### src/hdl/csv_column_weighted_sum_defines.svh
// assertion macros for the csv column weighted sum modules, used by cws_accum
`ifndef CSV_COLUMN_WEIGHTED_SUM_DEFINES_SVH
`define CSV_COLUMN_WEIGHTED_SUM_DEFINES_SVH

// same-cycle implication, held off during reset
`define CWS_ASSERT_NOW(lbl, clk, rstn, ante, cons) \
    lbl: assert property (@(posedge clk) disable iff (!(rstn)) (ante) |-> (cons)) \
        else $error("cws assertion failed");

// next-cycle implication, held off during reset
`define CWS_ASSERT_NEXT(lbl, clk, rstn, ante, cons) \
    lbl: assert property (@(posedge clk) disable iff (!(rstn)) (ante) |=> (cons)) \
        else $error("cws assertion failed");

`endif

### src/hdl/cws_pkg.sv
// shared types and constants for the csv column weighted sum block
package cws_pkg;

    localparam int unsigned COUNTER_WIDTH_DEF = 40;
    localparam int unsigned OUT_W             = 40;
    localparam int unsigned VALUE_W           = 16;
    localparam logic [7:0]  COL_SELECT_RESET  = 8'd5;

    localparam logic [7:0] CH_QUOTE   = 8'h22;
    localparam logic [7:0] CH_COMMA   = 8'h2C;
    localparam logic [7:0] CH_NEWLINE = 8'h0A;
    localparam logic [7:0] CH_SPACE   = 8'h20;
    localparam logic [7:0] CH_TAB     = 8'h09;
    localparam logic [7:0] CH_CR      = 8'h0D;
    localparam logic [7:0] CH_MINUS   = 8'h2D;
    localparam logic [7:0] CH_PLUS    = 8'h2B;
    localparam logic [7:0] CH_ZERO    = 8'h30;
    localparam logic [7:0] CH_NINE    = 8'h39;

    localparam logic [1:0] WEIGHT_LOW  = 2'd1;
    localparam logic [1:0] WEIGHT_HIGH = 2'd2;

    typedef enum logic [1:0] {
        PH_SKIP   = 2'd0,
        PH_DIGITS = 2'd1,
        PH_DONE   = 2'd2,
        PH_SPARE  = 2'd3
    } phase_t;

    // record-end event from the parser to the accumulator stage
    typedef struct packed {
        logic                      fire;
        logic signed [VALUE_W-1:0] value;
    } rec_evt_t;

endpackage

### src/hdl/cws_parser.sv
// csv byte parser: quote state, column tracking and atoi-style field conversion
module cws_parser (
    input  logic              aclk,
    input  logic              aresetn,
    input  logic              step,
    input  logic [7:0]        data_byte,
    input  logic [7:0]        column_select,
    output cws_pkg::rec_evt_t evt
);

    logic                quoted_reg,  quoted_next;
    logic [7:0]          column_reg,  column_next;
    cws_pkg::phase_t     phase_reg,   phase_next;
    logic                neg_reg,     neg_next;
    logic [15:0]         mag_reg,     mag_next;

    logic        is_quote;
    logic        is_comma;
    logic        is_record_end;
    logic        is_space;
    logic        is_digit;
    logic        col_match;
    logic [19:0] mag_prod;
    logic [15:0] mag_clip;

    assign is_quote      = (data_byte == cws_pkg::CH_QUOTE);
    assign is_comma      = !quoted_reg && (data_byte == cws_pkg::CH_COMMA);
    assign is_record_end = !quoted_reg && (data_byte == cws_pkg::CH_NEWLINE);
    assign is_space      = (data_byte == cws_pkg::CH_SPACE)
                        || (data_byte >= cws_pkg::CH_TAB && data_byte <= cws_pkg::CH_CR);
    assign is_digit      = (data_byte >= cws_pkg::CH_ZERO) && (data_byte <= cws_pkg::CH_NINE);
    assign col_match     = (column_select != 8'd0) && (column_reg == column_select);

    // magnitude * 10 + digit, saturating at 16 bits
    assign mag_prod = ({4'd0, mag_reg} * 20'd10) + {16'd0, data_byte[3:0]};
    assign mag_clip = (|mag_prod[19:16]) ? 16'hFFFF : mag_prod[15:0];

    // atoi-style value of the selected column, clamped to 16 bits signed
    always_comb begin
        evt.fire = is_record_end;
        if (neg_reg) begin
            evt.value = (mag_reg > 16'h8000) ? 16'sh8000 : 16'(16'd0 - mag_reg);
        end else begin
            evt.value = (mag_reg > 16'h7FFF) ? 16'sh7FFF : $signed(mag_reg);
        end
    end

    always_comb begin
        quoted_next = quoted_reg;
        column_next = column_reg;
        phase_next  = phase_reg;
        neg_next    = neg_reg;
        mag_next    = mag_reg;
        if (is_record_end) begin
            column_next = 8'd1;
            phase_next  = cws_pkg::PH_SKIP;
            neg_next    = 1'b0;
            mag_next    = 16'd0;
        end else if (is_comma) begin
            // column 0 means past the last column, sticks until record end
            if (column_reg == 8'd255) begin
                column_next = 8'd0;
            end else if (column_reg != 8'd0) begin
                column_next = column_reg + 8'd1;
            end
        end else begin
            if (is_quote) begin
                quoted_next = !quoted_reg;
            end
            if (col_match) begin
                unique case (phase_reg)
                    cws_pkg::PH_SKIP: begin
                        if (!is_space) begin
                            phase_next = cws_pkg::PH_DIGITS;
                            if (data_byte == cws_pkg::CH_MINUS) begin
                                neg_next = 1'b1;
                            end else if (data_byte != cws_pkg::CH_PLUS) begin
                                if (is_digit) begin
                                    mag_next = mag_clip;
                                end else begin
                                    phase_next = cws_pkg::PH_DONE;
                                end
                            end
                        end
                    end
                    cws_pkg::PH_DIGITS: begin
                        if (is_digit) begin
                            mag_next = mag_clip;
                        end else begin
                            phase_next = cws_pkg::PH_DONE;
                        end
                    end
                    default: begin
                    end
                endcase
            end
        end
    end

    always_ff @(posedge aclk) begin
        if (!aresetn) begin
            quoted_reg <= 1'b0;
            column_reg <= 8'd1;
            phase_reg  <= cws_pkg::PH_SKIP;
            neg_reg    <= 1'b0;
            mag_reg    <= 16'd0;
        end else if (step) begin
            quoted_reg <= quoted_next;
            column_reg <= column_next;
            phase_reg  <= phase_next;
            neg_reg    <= neg_next;
            mag_reg    <= mag_next;
        end
    end

endmodule

### src/hdl/cws_accum.sv
// saturating accumulators and result register
`include "csv_column_weighted_sum_defines.svh"

module cws_accum #(
    parameter int unsigned COUNTER_WIDTH = cws_pkg::COUNTER_WIDTH_DEF
) (
    input  logic                                   aclk,
    input  logic                                   aresetn,
    input  logic                                   load,
    input  cws_pkg::rec_evt_t                      evt,
    input  logic                                   m_ready,
    output logic                                   m_valid,
    output logic signed [cws_pkg::VALUE_W-1:0]     m_field_value,
    output logic                                   m_value_counted,
    output logic [cws_pkg::OUT_W-1:0]              m_running_sum,
    output logic [cws_pkg::OUT_W-1:0]              m_weighted_count,
    output logic [cws_pkg::OUT_W-1:0]              m_record_total
);

    logic                                valid_reg;
    logic signed [cws_pkg::VALUE_W-1:0]  value_reg;
    logic                                counted_reg;
    logic [COUNTER_WIDTH-1:0]            sum_acc_reg,    sum_acc_next;
    logic [COUNTER_WIDTH-1:0]            count_acc_reg,  count_acc_next;
    logic [COUNTER_WIDTH-1:0]            record_acc_reg, record_acc_next;

    logic                 counted;
    logic [1:0]           weight;
    logic [COUNTER_WIDTH:0] sum_wide;
    logic [COUNTER_WIDTH:0] count_wide;
    logic [COUNTER_WIDTH:0] record_wide;

    // values 1..6 count; 1..4 weigh one, 5..6 weigh two
    assign counted = !evt.value[cws_pkg::VALUE_W-1] && (evt.value != '0)
                  && (evt.value <= 16'sd6);
    assign weight  = (evt.value <= 16'sd4) ? cws_pkg::WEIGHT_LOW : cws_pkg::WEIGHT_HIGH;

    assign sum_wide    = {1'b0, sum_acc_reg} + (COUNTER_WIDTH+1)'(evt.value[2:0]);
    assign count_wide  = {1'b0, count_acc_reg} + (COUNTER_WIDTH+1)'(weight);
    assign record_wide = {1'b0, record_acc_reg} + (COUNTER_WIDTH+1)'(1);

    always_comb begin
        sum_acc_next    = sum_acc_reg;
        count_acc_next  = count_acc_reg;
        if (counted) begin
            sum_acc_next   = sum_wide[COUNTER_WIDTH] ? '1 : sum_wide[COUNTER_WIDTH-1:0];
            count_acc_next = count_wide[COUNTER_WIDTH] ? '1 : count_wide[COUNTER_WIDTH-1:0];
        end
        record_acc_next = record_wide[COUNTER_WIDTH] ? '1 : record_wide[COUNTER_WIDTH-1:0];
    end

    always_ff @(posedge aclk) begin
        if (!aresetn) begin
            valid_reg      <= 1'b0;
            sum_acc_reg    <= '0;
            count_acc_reg  <= '0;
            record_acc_reg <= '0;
        end else begin
            if (load) begin
                valid_reg      <= 1'b1;
                sum_acc_reg    <= sum_acc_next;
                count_acc_reg  <= count_acc_next;
                record_acc_reg <= record_acc_next;
            end else if (m_ready) begin
                valid_reg <= 1'b0;
            end
        end
    end

    always_ff @(posedge aclk) begin
        if (load) begin
            value_reg   <= evt.value;
            counted_reg <= counted;
        end
    end

    assign m_valid         = valid_reg;
    assign m_field_value   = value_reg;
    assign m_value_counted = counted_reg;

    // accumulators only move on a load, so they hold while the result waits
    generate
        if (COUNTER_WIDTH >= cws_pkg::OUT_W) begin : g_trunc
            assign m_running_sum    = sum_acc_reg[cws_pkg::OUT_W-1:0];
            assign m_weighted_count = count_acc_reg[cws_pkg::OUT_W-1:0];
            assign m_record_total   = record_acc_reg[cws_pkg::OUT_W-1:0];
        end else begin : g_ext
            assign m_running_sum    = {{(cws_pkg::OUT_W-COUNTER_WIDTH){1'b0}}, sum_acc_reg};
            assign m_weighted_count = {{(cws_pkg::OUT_W-COUNTER_WIDTH){1'b0}}, count_acc_reg};
            assign m_record_total   = {{(cws_pkg::OUT_W-COUNTER_WIDTH){1'b0}}, record_acc_reg};
        end
    endgenerate

    `CWS_ASSERT_NEXT(a_sum_hold, aclk, aresetn, load && !counted,
        (sum_acc_reg == $past(sum_acc_reg)) && (count_acc_reg == $past(count_acc_reg)))
    `CWS_ASSERT_NEXT(a_record_moves, aclk, aresetn, load,
        valid_reg && (record_acc_reg != '0) && (record_acc_reg >= $past(record_acc_reg)))
    `CWS_ASSERT_NOW(a_counted_range, aclk, aresetn, valid_reg && counted_reg,
        (value_reg >= 16'sd1) && (value_reg <= 16'sd6))

endmodule

### src/hdl/csv_column_weighted_sum.sv
// top level of the csv column weighted sum block
// usage:
//   s_ channel carries one csv text byte per item (s_data_byte)
//   m_ channel gives one result item per record, at each newline outside quotes:
//     field value of the selected column, counted flag, and the three
//     saturating counters (sum, weighted count, record count) after that record
//   cfg channel writes column_select (one-based); cfg_ready is always high,
//     write only while no item is in flight
// order: an accepted byte waits in the input register until the parse stage
//   takes it; a record end loads its result in the same cycle that it is parsed
// throughput: one byte per cycle while no record end waits, set by the
//   single parse stage that updates quote, column and number state per byte
// reset: aresetn low at a clock edge clears parse state and counters and
//   sets column_select to 5; no result item is pending after reset
// stall: while a result waits for m_ready, non-record bytes keep flowing;
//   a record-end byte waits in the input register until the result is taken
module csv_column_weighted_sum #(
    parameter int unsigned COUNTER_WIDTH = cws_pkg::COUNTER_WIDTH_DEF
) (
    input  logic                                aclk,
    input  logic                                aresetn,
    // byte input
    input  logic                                s_valid,
    output logic                                s_ready,
    input  logic [7:0]                          s_data_byte,
    // result output
    output logic                                m_valid,
    input  logic                                m_ready,
    output logic signed [cws_pkg::VALUE_W-1:0]  m_field_value,
    output logic                                m_value_counted,
    output logic [cws_pkg::OUT_W-1:0]           m_running_sum,
    output logic [cws_pkg::OUT_W-1:0]           m_weighted_count,
    output logic [cws_pkg::OUT_W-1:0]           m_record_total,
    // column_select write
    input  logic                                cfg_valid,
    output logic                                cfg_ready,
    input  logic [7:0]                          cfg_data
);

    logic              in_valid_reg;
    logic [7:0]        in_byte_reg;
    logic [7:0]        col_sel_reg;
    logic              out_free;
    logic              step;
    cws_pkg::rec_evt_t evt;

    // output slot is free when empty or being drained this cycle
    assign out_free  = !m_valid || m_ready;
    // a held byte moves on unless it ends a record and the result slot is busy
    assign step      = in_valid_reg && (!evt.fire || out_free);
    assign s_ready   = !in_valid_reg || step;
    assign cfg_ready = 1'b1;

    // input register
    always_ff @(posedge aclk) begin
        if (!aresetn) begin
            in_valid_reg <= 1'b0;
        end else if (s_ready) begin
            in_valid_reg <= s_valid;
        end
    end

    always_ff @(posedge aclk) begin
        if (s_ready && s_valid) begin
            in_byte_reg <= s_data_byte;
        end
    end

    // configuration register
    always_ff @(posedge aclk) begin
        if (!aresetn) begin
            col_sel_reg <= cws_pkg::COL_SELECT_RESET;
        end else if (cfg_valid && cfg_ready) begin
            col_sel_reg <= cfg_data;
        end
    end

    // parse stage: quote and column tracking plus field conversion
    cws_parser u_parser (
        .aclk          (aclk),
        .aresetn       (aresetn),
        .step          (step),
        .data_byte     (in_byte_reg),
        .column_select (col_sel_reg),
        .evt           (evt)
    );

    // counters and result register
    cws_accum #(
        .COUNTER_WIDTH (COUNTER_WIDTH)
    ) u_accum (
        .aclk             (aclk),
        .aresetn          (aresetn),
        .load             (step && evt.fire),
        .evt              (evt),
        .m_ready          (m_ready),
        .m_valid          (m_valid),
        .m_field_value    (m_field_value),
        .m_value_counted  (m_value_counted),
        .m_running_sum    (m_running_sum),
        .m_weighted_count (m_weighted_count),
        .m_record_total   (m_record_total)
    );

endmodule

### config.mk
export PLATFORM = sky130hd
export DESIGN_NAME = csv_column_weighted_sum
export DESIGN_NICKNAME = d
export VERILOG_FILES = /design/src/hdl/cws_pkg.sv /design/src/hdl/cws_parser.sv /design/src/hdl/cws_accum.sv /design/src/hdl/csv_column_weighted_sum.sv
export VERILOG_INCLUDE_DIRS = /design/src /design/src/hdl
export SDC_FILE = /design/constraint.sdc
export NUM_CORES = 1
export LEC_CHECK = 0
export ABC_AREA = 1
export BUFFER_PORTS_ARGS = -buffer_cell sky130_fd_sc_hd__buf_2
export CORE_MARGIN = 2
export CORE_UTILIZATION = 25
export DETAILED_ROUTE_END_ITERATION = 6
export SLEW_MARGIN = 20
export SYNTH_ARGS = -nofsm -noshare
export SYNTH_HDL_FRONTEND = slang
export SYNTH_HIERARCHICAL = 1
export SYNTH_SLANG_ARGS = --single-unit
### constraint.sdc
create_clock -name aclk -period 9.38 [get_ports aclk]
set_input_delay 0.469 -clock aclk [delete_from_list [all_inputs] [get_ports aclk]]
set_output_delay 0.469 -clock aclk [all_outputs]
set_load 0.005 [all_outputs]
### Word level (Yosys, flattened, before mapping)

Index checks and enable logic that the tools add are counted.

* bits in registers: 183
* output and inout port bits: 140

* eq/ne operators: 15
* $add $sub $neg: 6
* multiply operators: 1
* order comparisons: 8
* bitwise gates (word level): 2
* reductions and logical operators: 37
* muxes and demuxes: 37

Operator list (count)
* $mux W16: 11
* $mux W40: 3
* $add A40 B1 Y41 const B: 1
* $add A40 B2 Y41: 1
* $add A40 B3 Y41: 1
* $eq A8 B6 Y1 const B: 4
* $le A16 B4 Y1 const B: 2
* $mux W8: 4
* $pmux W16 S2: 1
* $add A20 B4 Y20: 1
* $mul A16 B3 Y19 const B: 1
* $mux W2: 9
* $gt A16 B15 Y1 const B: 1
* $gt A16 B16 Y1 const B: 1
* $reduce_bool A16 Y1: 1
* $reduce_bool A8 Y1: 2
* $sub A1 B16 Y16 const A: 1
* $reduce_and A6 Y1: 2
* $logic_and A1 B1 Y1: 10
* $reduce_bool A2 Y1: 5
* $ne A3 B2 Y1 const B: 3
* $add A8 B1 Y8 const B: 1
* $eq A8 B4 Y1 const B: 1
* $eq A8 B8 Y1: 1
* other kinds (22): 38

### Logic depth before layout (Yosys ltp)

Gate-level depths: netlist (run 1).

* depth after elaboration: 12
* mapped depth: 31
* mapped depth without buffers: 30

### Modules after synthesis

The synthesis (run 1) kept the hierarchy.

Modules (own cells, without submodules)
* cws_accum: instances 1, cells an instance 1399, area each 8649.5 um^2
* cws_parser: instances 1, cells an instance 661, area each 3985.1 um^2
* csv_column_weighted_sum: instances 1, cells an instance 56, area each 588.1 um^2

### Worst setup path before layout (run 1)

OpenSTA, ideal clock, no wires.

* path type: flip-flop to flip-flop
* start: reg u_parser.mag_reg[1]
* end: reg u_accum.count_acc_reg[30], in the netlist u_accum/m_weighted_count[30]
* path buffers: 0
* period minus slack after synthesis: 4320 ps
* cell stages (with the launch flop): 29
* arrival: 4210 ps
* path slack: 5060 ps
* path through: dfxtp_1 > inv_1 > ha_1 > nand2_1 > nor2_1 > nand3b_1 > nor2_2 > nand4_1 > nor4_1 > nand2_1 > nand2_1 > nand2_1 > o21ai_0 > inv_1 > nor3_1 > nand3_1 > and3_1 > inv_1 > ha_1 > inv_1 > fa_1 > nor2_2 > nand3_1 > nor2_1 > nand2_1 > o21ai_0 > nand3_1 > nand2_1 > inv_1

RTL lines
* start, declared: RTL line cws_parser.sv:15 `logic [15:0] mag_reg, mag_next;`
* start signal, assigned: RTL line cws_parser.sv:112 `mag_reg <= mag_next;`
* end signal, assigned: RTL line cws_accum.sv:62 `count_acc_reg <= count_acc_next;`
* end, declared: RTL line cws_accum.sv:24 `logic [COUNTER_WIDTH-1:0] count_acc_reg, count_acc_next;`

==> out/results.ini, run 1 <==
[die]
coreArea_um2=52400
top_level_ports=161
dieArea_um2=54700
die_x_um=234
die_height_um=234
rows=84
start_util=0.252

[layout]
diodes=0
final_common_cell=nand2_1
syn2layout_area_growth_pct=15.3
drive_gt1_frac=0.135
final_nets=2318
final_cell_mix=nand2_1, nor2_1, inv_1, nand3_1, buf_2
fillers=5827

[cts]
holdBufCountCts=0
cts_resized=0
clockBufferDepth=2
post_cts_buffers=0
tritoncts=done
clock_sinks=183
cts_buffers=17
clkTransAtPathRegs_ns=0.07
htree_levels=4
clk_latency_ns=0.49
cts-root-buf=clkbuf_16

[sta]
fmax_ghz=0.174
slew_headroom=0.337
tns_ns=0
worst_pin_slew_ns=0.994
maxSlewViolCount=0
fin_hold_ws_ns=0.162
fin_crit_sh=0.614
rsz0062_at_grt=no
finalClockSkew_ns=0.0171
hold_viol_final=0
fin_crit_ns=5.76
setup_viol=0

[place]
dp_hpwl_mm=31.9
io_buffer_count=159
place_congestion=0.920

[synth]
syn_nets=2181
ys_seq_area_frac=0.296
yosysUniqueCellTypes=54
synth_edf_count=25
avgSynthCellArea_um2=6.25
yosysWarnings=6
ys.flop_type=dfxtp_1
synth_cells=2116
async_reset_ff_frac=0
syn_area_um2=13200
synth.ff_latch_count=183

[setup_path]
crit_path_max_fanout=16
cp.arrival_ns=6.17
cp.required_ns=9.79
cpMostUsedCell=nand2_1
startpoint_type=flip-flop
slowest_delay_ns=0.64
crit_type=flip-flop to flip-flop
end_kind=flip-flop
slowest_stage=o21ai_0

[grt]
grtUsageTotal=0.155
grt_max_degree=76
grt_pass1_vias=12500
grt-ovfl-total=0
grt_pass1_wl_mm=66.5
antenna_found_initial=0

[run_status]
status=complete, no violations

[pwr]
ir_worst_vdd_mv=0.138
leakagePower_nw=6.62
power.density_nw_per_um2=103

[run]
cap_violations=0

[route]
initialDrtViolationCount=871
drt-pass1-iter-count=7
via_per_inst=4.67
drc=0
routed_wl_mm=42.2
vias=13800
ant_nets=0
wl_per_cell_um=14.3

[hold_path]
hp-class=primary input to flip-flop

==> stage by stage <==
step | cell area [um^2] | setup slack (ns) | std cells | utilization | power, mW
2_1_floorplan | 13200 | 5.06 | 2116 | - | 0.847
3_3_place_gp | 14700 | 3.47 | 2921 | 0.280 | 0.862
3_5_place_dp | 14700 | 3.18 | 2921 | 0.280 | 0.862
4_1_cts | 15200 | 3.14 | 2953 | 0.291 | 1.61
5_1_grt | 15300 | 2.94 | 2954 | 0.291 | 1.64
6_report | 15300 | 3.62 | 2954 | 0.291 | 1.57
==> worst max-delay path: cells and delay by family (launching register included) <==
family                   cells  cell delay [ns]
AND/OR/NAND/NOR             17             2.86
buffers and inverters        6             0.86
adder cells (fa/ha/maj)      3             0.82
AO/OA/AOI/OAI                2             0.78
flip-flops                   1             0.36
==> cells by family after synthesis <==
group	synth area share
other	0.000284
and+or+nand+nor	0.449
DFF	0.296
AOI/OAI and AO/OA	0.0954
xor gates and xnor gates	0.0253
adders and majority gates	0.0439
buffers and inverters	0.0903
==> synthesized netlist by cell type, types with 11 or more instances <==
library cell,number,area [um^2]
nand2_1,669,2510
edfxtp_1,25,751
nand3_1,172,861
nor3_1,36,180
nor2_4,11,124
ha_1,40,500
a21oi_2,12,105
nand4_1,70,438
nand3b_1,29,218
dfxtp_1,158,3160
clkbuf_1,19,71.3
inv_1,230,863
nor2_1,261,980
nor2_2,16,100
xor2_1,21,184
o21ai_0,84,420
xnor2_1,14,123
buf_2,12,60.1
nand2_2,17,106
or2_2,17,106
inv_2,12,45.0
a21oi_1,95,475
==> power by group <==
group | internal [mW] | leakage (nW) | switching (mW) | total [mW]
clock | 0.386 | 0.286 | 0.345 | 0.731
combinational | 0.0114 | 4.79 | 0.0288 | 0.0402
sequential | 0.798 | 1.55 | 0.00540 | 0.803
total | 1.20 | 6.62 | 0.379 | 1.57
==> layer usage <==
layer  routed length, um  global-route usage
met1               19200               0.202
met2               18800               0.246
met3                3570              0.0456
met4                 602              0.0461
met5                   0                   0
==> path summary, 6_finish.rpt <==
check | slack (ns) | depth (start not counted) | endpoint | from
max | 3.62 | 28 | u_accum/m_weighted_count[35] | u_parser/mag_reg[1]
max reg2reg | 3.62 | 28 | u_accum/m_weighted_count[35] | u_parser/mag_reg[1]
min | 0.16 | 1 | in_byte_reg[2] | s_data_byte[2]
min reg2reg | 0.48 | 1 | u_parser/column_reg[7] | u_parser/column_reg[7]
==> layout make-up <==
class / instances / area (um^2) / share of cell area
sequential: 183 / 3910 / 0.257
tap: 688 / 861 / 0.0564
clock buffer: 20 / 468 / 0.0307
inverter: 244 / 916 / 0.0601
timing repair buffer: 167 / 863 / 0.0566
clock inverter: 12 / 101 / 0.00665
multi-input combinational: 1640 / 8130 / 0.533
(Power assumes the default switching activity.)
==> run 2: changes to the inputs <==
==> constraint.sdc (replaced) <==
create_clock -name aclk -period 5.1 [get_ports aclk]
set_input_delay 0.255 -clock aclk [delete_from_list [all_inputs] [get_ports aclk]]
set_output_delay 0.255 -clock aclk [all_outputs]
set_load 0.005 [all_outputs]
==> run 2 against run 1 <==
Global-route usage is 0.26 points higher. Total power grew 90%. Worst hold slack worse by 0.075 ns. Die area unchanged. Routed wire length increased by 2.2%. Sequential share of layout area shrank 0.51 points. First-iteration DRC count rose by 20%. Register-to-register slack got worse by 3.1 ns. Combinational power grew 110%. Fmax up 27%. Critical path type unchanged. Largest power group unchanged. Highest routed layer unchanged.
==> out/results.ini, run 2 (synthesized netlist as in run 1, its figures left out) <==
[pwr]
leakagePower_nw=6.78  ; was 6.62 nW
clkPwrFrac=0.477  ; was 0.464
ir_worst_vdd_mv=0.251  ; was 0.138 mV
power.density_nw_per_um2=192  ; was 103 nW/um^2
p_comb_frac=0.028  ; was 0.026
p_switching_mw=0.707  ; was 0.379 mW
p_sw_frac=0.237  ; was 0.241
cell_internal_pwr_mw=2.28  ; was 1.20 mW
seqPwrFrac=0.495  ; was 0.510

[route]
via_per_inst=4.72  ; was 4.67
vias=14100  ; was 13800
drt-pass1-iter-count=6  ; was 7
initialDrtViolationCount=1046  ; was 871
drc=0  ; unchanged
wl_per_cell_um=14.5  ; was 14.3 um
routed_wl_mm=43.1  ; was 42.2 mm
ant_nets=0  ; unchanged

[sta]
finalClockSkew_ns=0.0114  ; was 0.0171 ns
hold_viol_final=0  ; unchanged
maxSlewViolCount=0  ; unchanged
slew_headroom=0.348  ; was 0.337
fin_crit_sh=0.892  ; was 0.614
fmax_ghz=0.220  ; was 0.174 GHz
fin_crit_ns=4.55  ; was 5.76 ns
setup_slack_ns=0.548  ; was 3.62 ns
rsz0062_at_grt=no  ; unchanged
setup_viol=0  ; unchanged
tns_ns=0  ; unchanged
worst_pin_slew_ns=0.977  ; was 0.994 ns

[setup_path]
cp.required_ns=5.52  ; was 9.79 ns
crit_type=flip-flop to flip-flop  ; unchanged
path_depth=28  ; unchanged
slowest_delay_ns=0.47  ; was 0.64 ns
startpoint_type=flip-flop  ; unchanged
r2r_cells=28  ; unchanged
slowest_stage=fa_1  ; was o21ai_0
crit_path_max_fanout=22  ; was 16
end_kind=flip-flop  ; unchanged
crit_family=simple AND/OR/NAND/NOR gates  ; unchanged
critical_path_buf_inv_count=6  ; unchanged
cp.arrival_ns=4.97  ; was 6.17 ns

[grt]
grt_max_degree=59  ; was 76
grtUsageTotal=0.157  ; was 0.155
grt-ovfl-total=0  ; unchanged
grt_pass1_vias=12400  ; was 12500
grt_pass1_wl_mm=67.4  ; was 66.5 mm
antenna_found_initial=0  ; unchanged

[place]
dpl.cell_count=2931  ; was 2921
place_ws_ns=0.117  ; was 3.18 ns
place_congestion=0.909  ; was 0.920
io_buffer_count=159  ; unchanged
postPlaceCellArea_um2=14700  ; about the same
dp_hpwl_mm=32.6  ; was 31.9 mm

[run]
cap_violations=0  ; unchanged

[die]
top_level_ports=161  ; unchanged
coreArea_um2=52400  ; unchanged
start_util=0.252  ; unchanged
die_height_um=234  ; unchanged
die_x_um=234  ; unchanged
rows=84  ; unchanged
dieArea_um2=54700  ; unchanged

[layout]
instances_no_fill=2983  ; was 2954
finalInstanceArea_um2=15600  ; was 15300 um^2
final_nets=2347  ; was 2318
final_cell_mix=nand2_1, nor2_1, inv_1, nand3_1, buf_2  ; unchanged
final_common_cell=nand2_1  ; unchanged
drive_gt1_frac=0.141  ; was 0.135
fillers=5783  ; was 5827
multi_input_area_um2=8160  ; was 8130 um^2
diodes=0  ; unchanged
syn2layout_area_growth_pct=17.7  ; was 15.3%
regArea_um2=3910  ; unchanged

[cts]
cts_buffers=17  ; unchanged
clock_sinks=183  ; unchanged
clk_latency_ns=0.49  ; about the same
clkTransAtPathRegs_ns=0.07  ; about the same
cts-root-buf=clkbuf_16  ; unchanged
clockBufferDepth=2  ; unchanged
tritoncts=done  ; unchanged
htree_levels=4  ; unchanged

[hold_path]
hp-class=primary input to flip-flop  ; unchanged
whs_path_depth=3  ; was 1

[run_status]
status=complete, no violations  ; unchanged

## run 2: final timing paths
kind	end	from	slack [ns]
worst max-delay path	u_accum/m_weighted_count[38]	u_parser/mag_reg[0]	0.55
worst min-delay path	col_sel_reg[0]	cfg_valid	0.09
worst max register to register	u_accum/m_weighted_count[38]	u_parser/mag_reg[0]	0.55
worst min register to register	u_parser/column_reg[7]	u_parser/column_reg[7]	0.49
## run 2: tightest hold or removal path: cells and delay by family
| kind | cells | cell delay [ns] |
|---|---|---|
| AND/OR/NAND/NOR | 2 | 0.13 |
| buffers and inverters | 1 | 0.17 |
## run 2: stage by stage
stage | util | power, mW | hold slack [ns]
after floorplan | - | 1.56 | 0.339
after global placement | 0.281 | 1.59 | 0.432
after detailed placement | 0.281 | 1.59 | 0.433
after CTS | 0.296 | 3.04 | 0.0500
after global routing | 0.297 | 3.10 | 0.0923
final | 0.297 | 2.98 | 0.0874
## run 2: power groups by stage
| stage | Combinational (mW) | Clock (mW) | Sequential, mW |
|---|---|---|---|
| after floorplan | 0.0495 | 0 | 1.51 |
| after global placement | 0.0743 | 0 | 1.51 |
| after detailed placement | 0.0743 | 0 | 1.51 |
| after CTS | 0.0848 | 1.48 | 1.48 |
| after global routing | 0.0942 | 1.53 | 1.48 |
| final | 0.0839 | 1.42 | 1.48 |
## run 2: what timing repair did
action	in CTS	in global routing
resized for setup	0	9
hold buffers	18	0
setup endpoints to repair	0	40
hold endpoints to repair	18	0
setup buffers	0	2
## run 2: final cells by class
cell class,count,share of cell area
repair buffers,196,0.0719
clock inverters,13,0.00997
multi-input cells,1640,0.524
flip-flops and latches,183,0.251
inverters,244,0.0589
clock buffers,19,0.0285
well taps,688,0.0553
## run 2: routing by layer
metal / vias to the layer above / share of wire / global-route usage / routed length, um
li1: 7208 / - / - / -
met1: 6442 / 0.46 / 0.209 / 19800
met2: 377 / 0.45 / 0.248 / 19500
met3: 52 / 0.069 / 0.0376 / 2960
met4: 0 / 0.020 / 0.0534 / 845
met5: - / 0 / 0 / 0
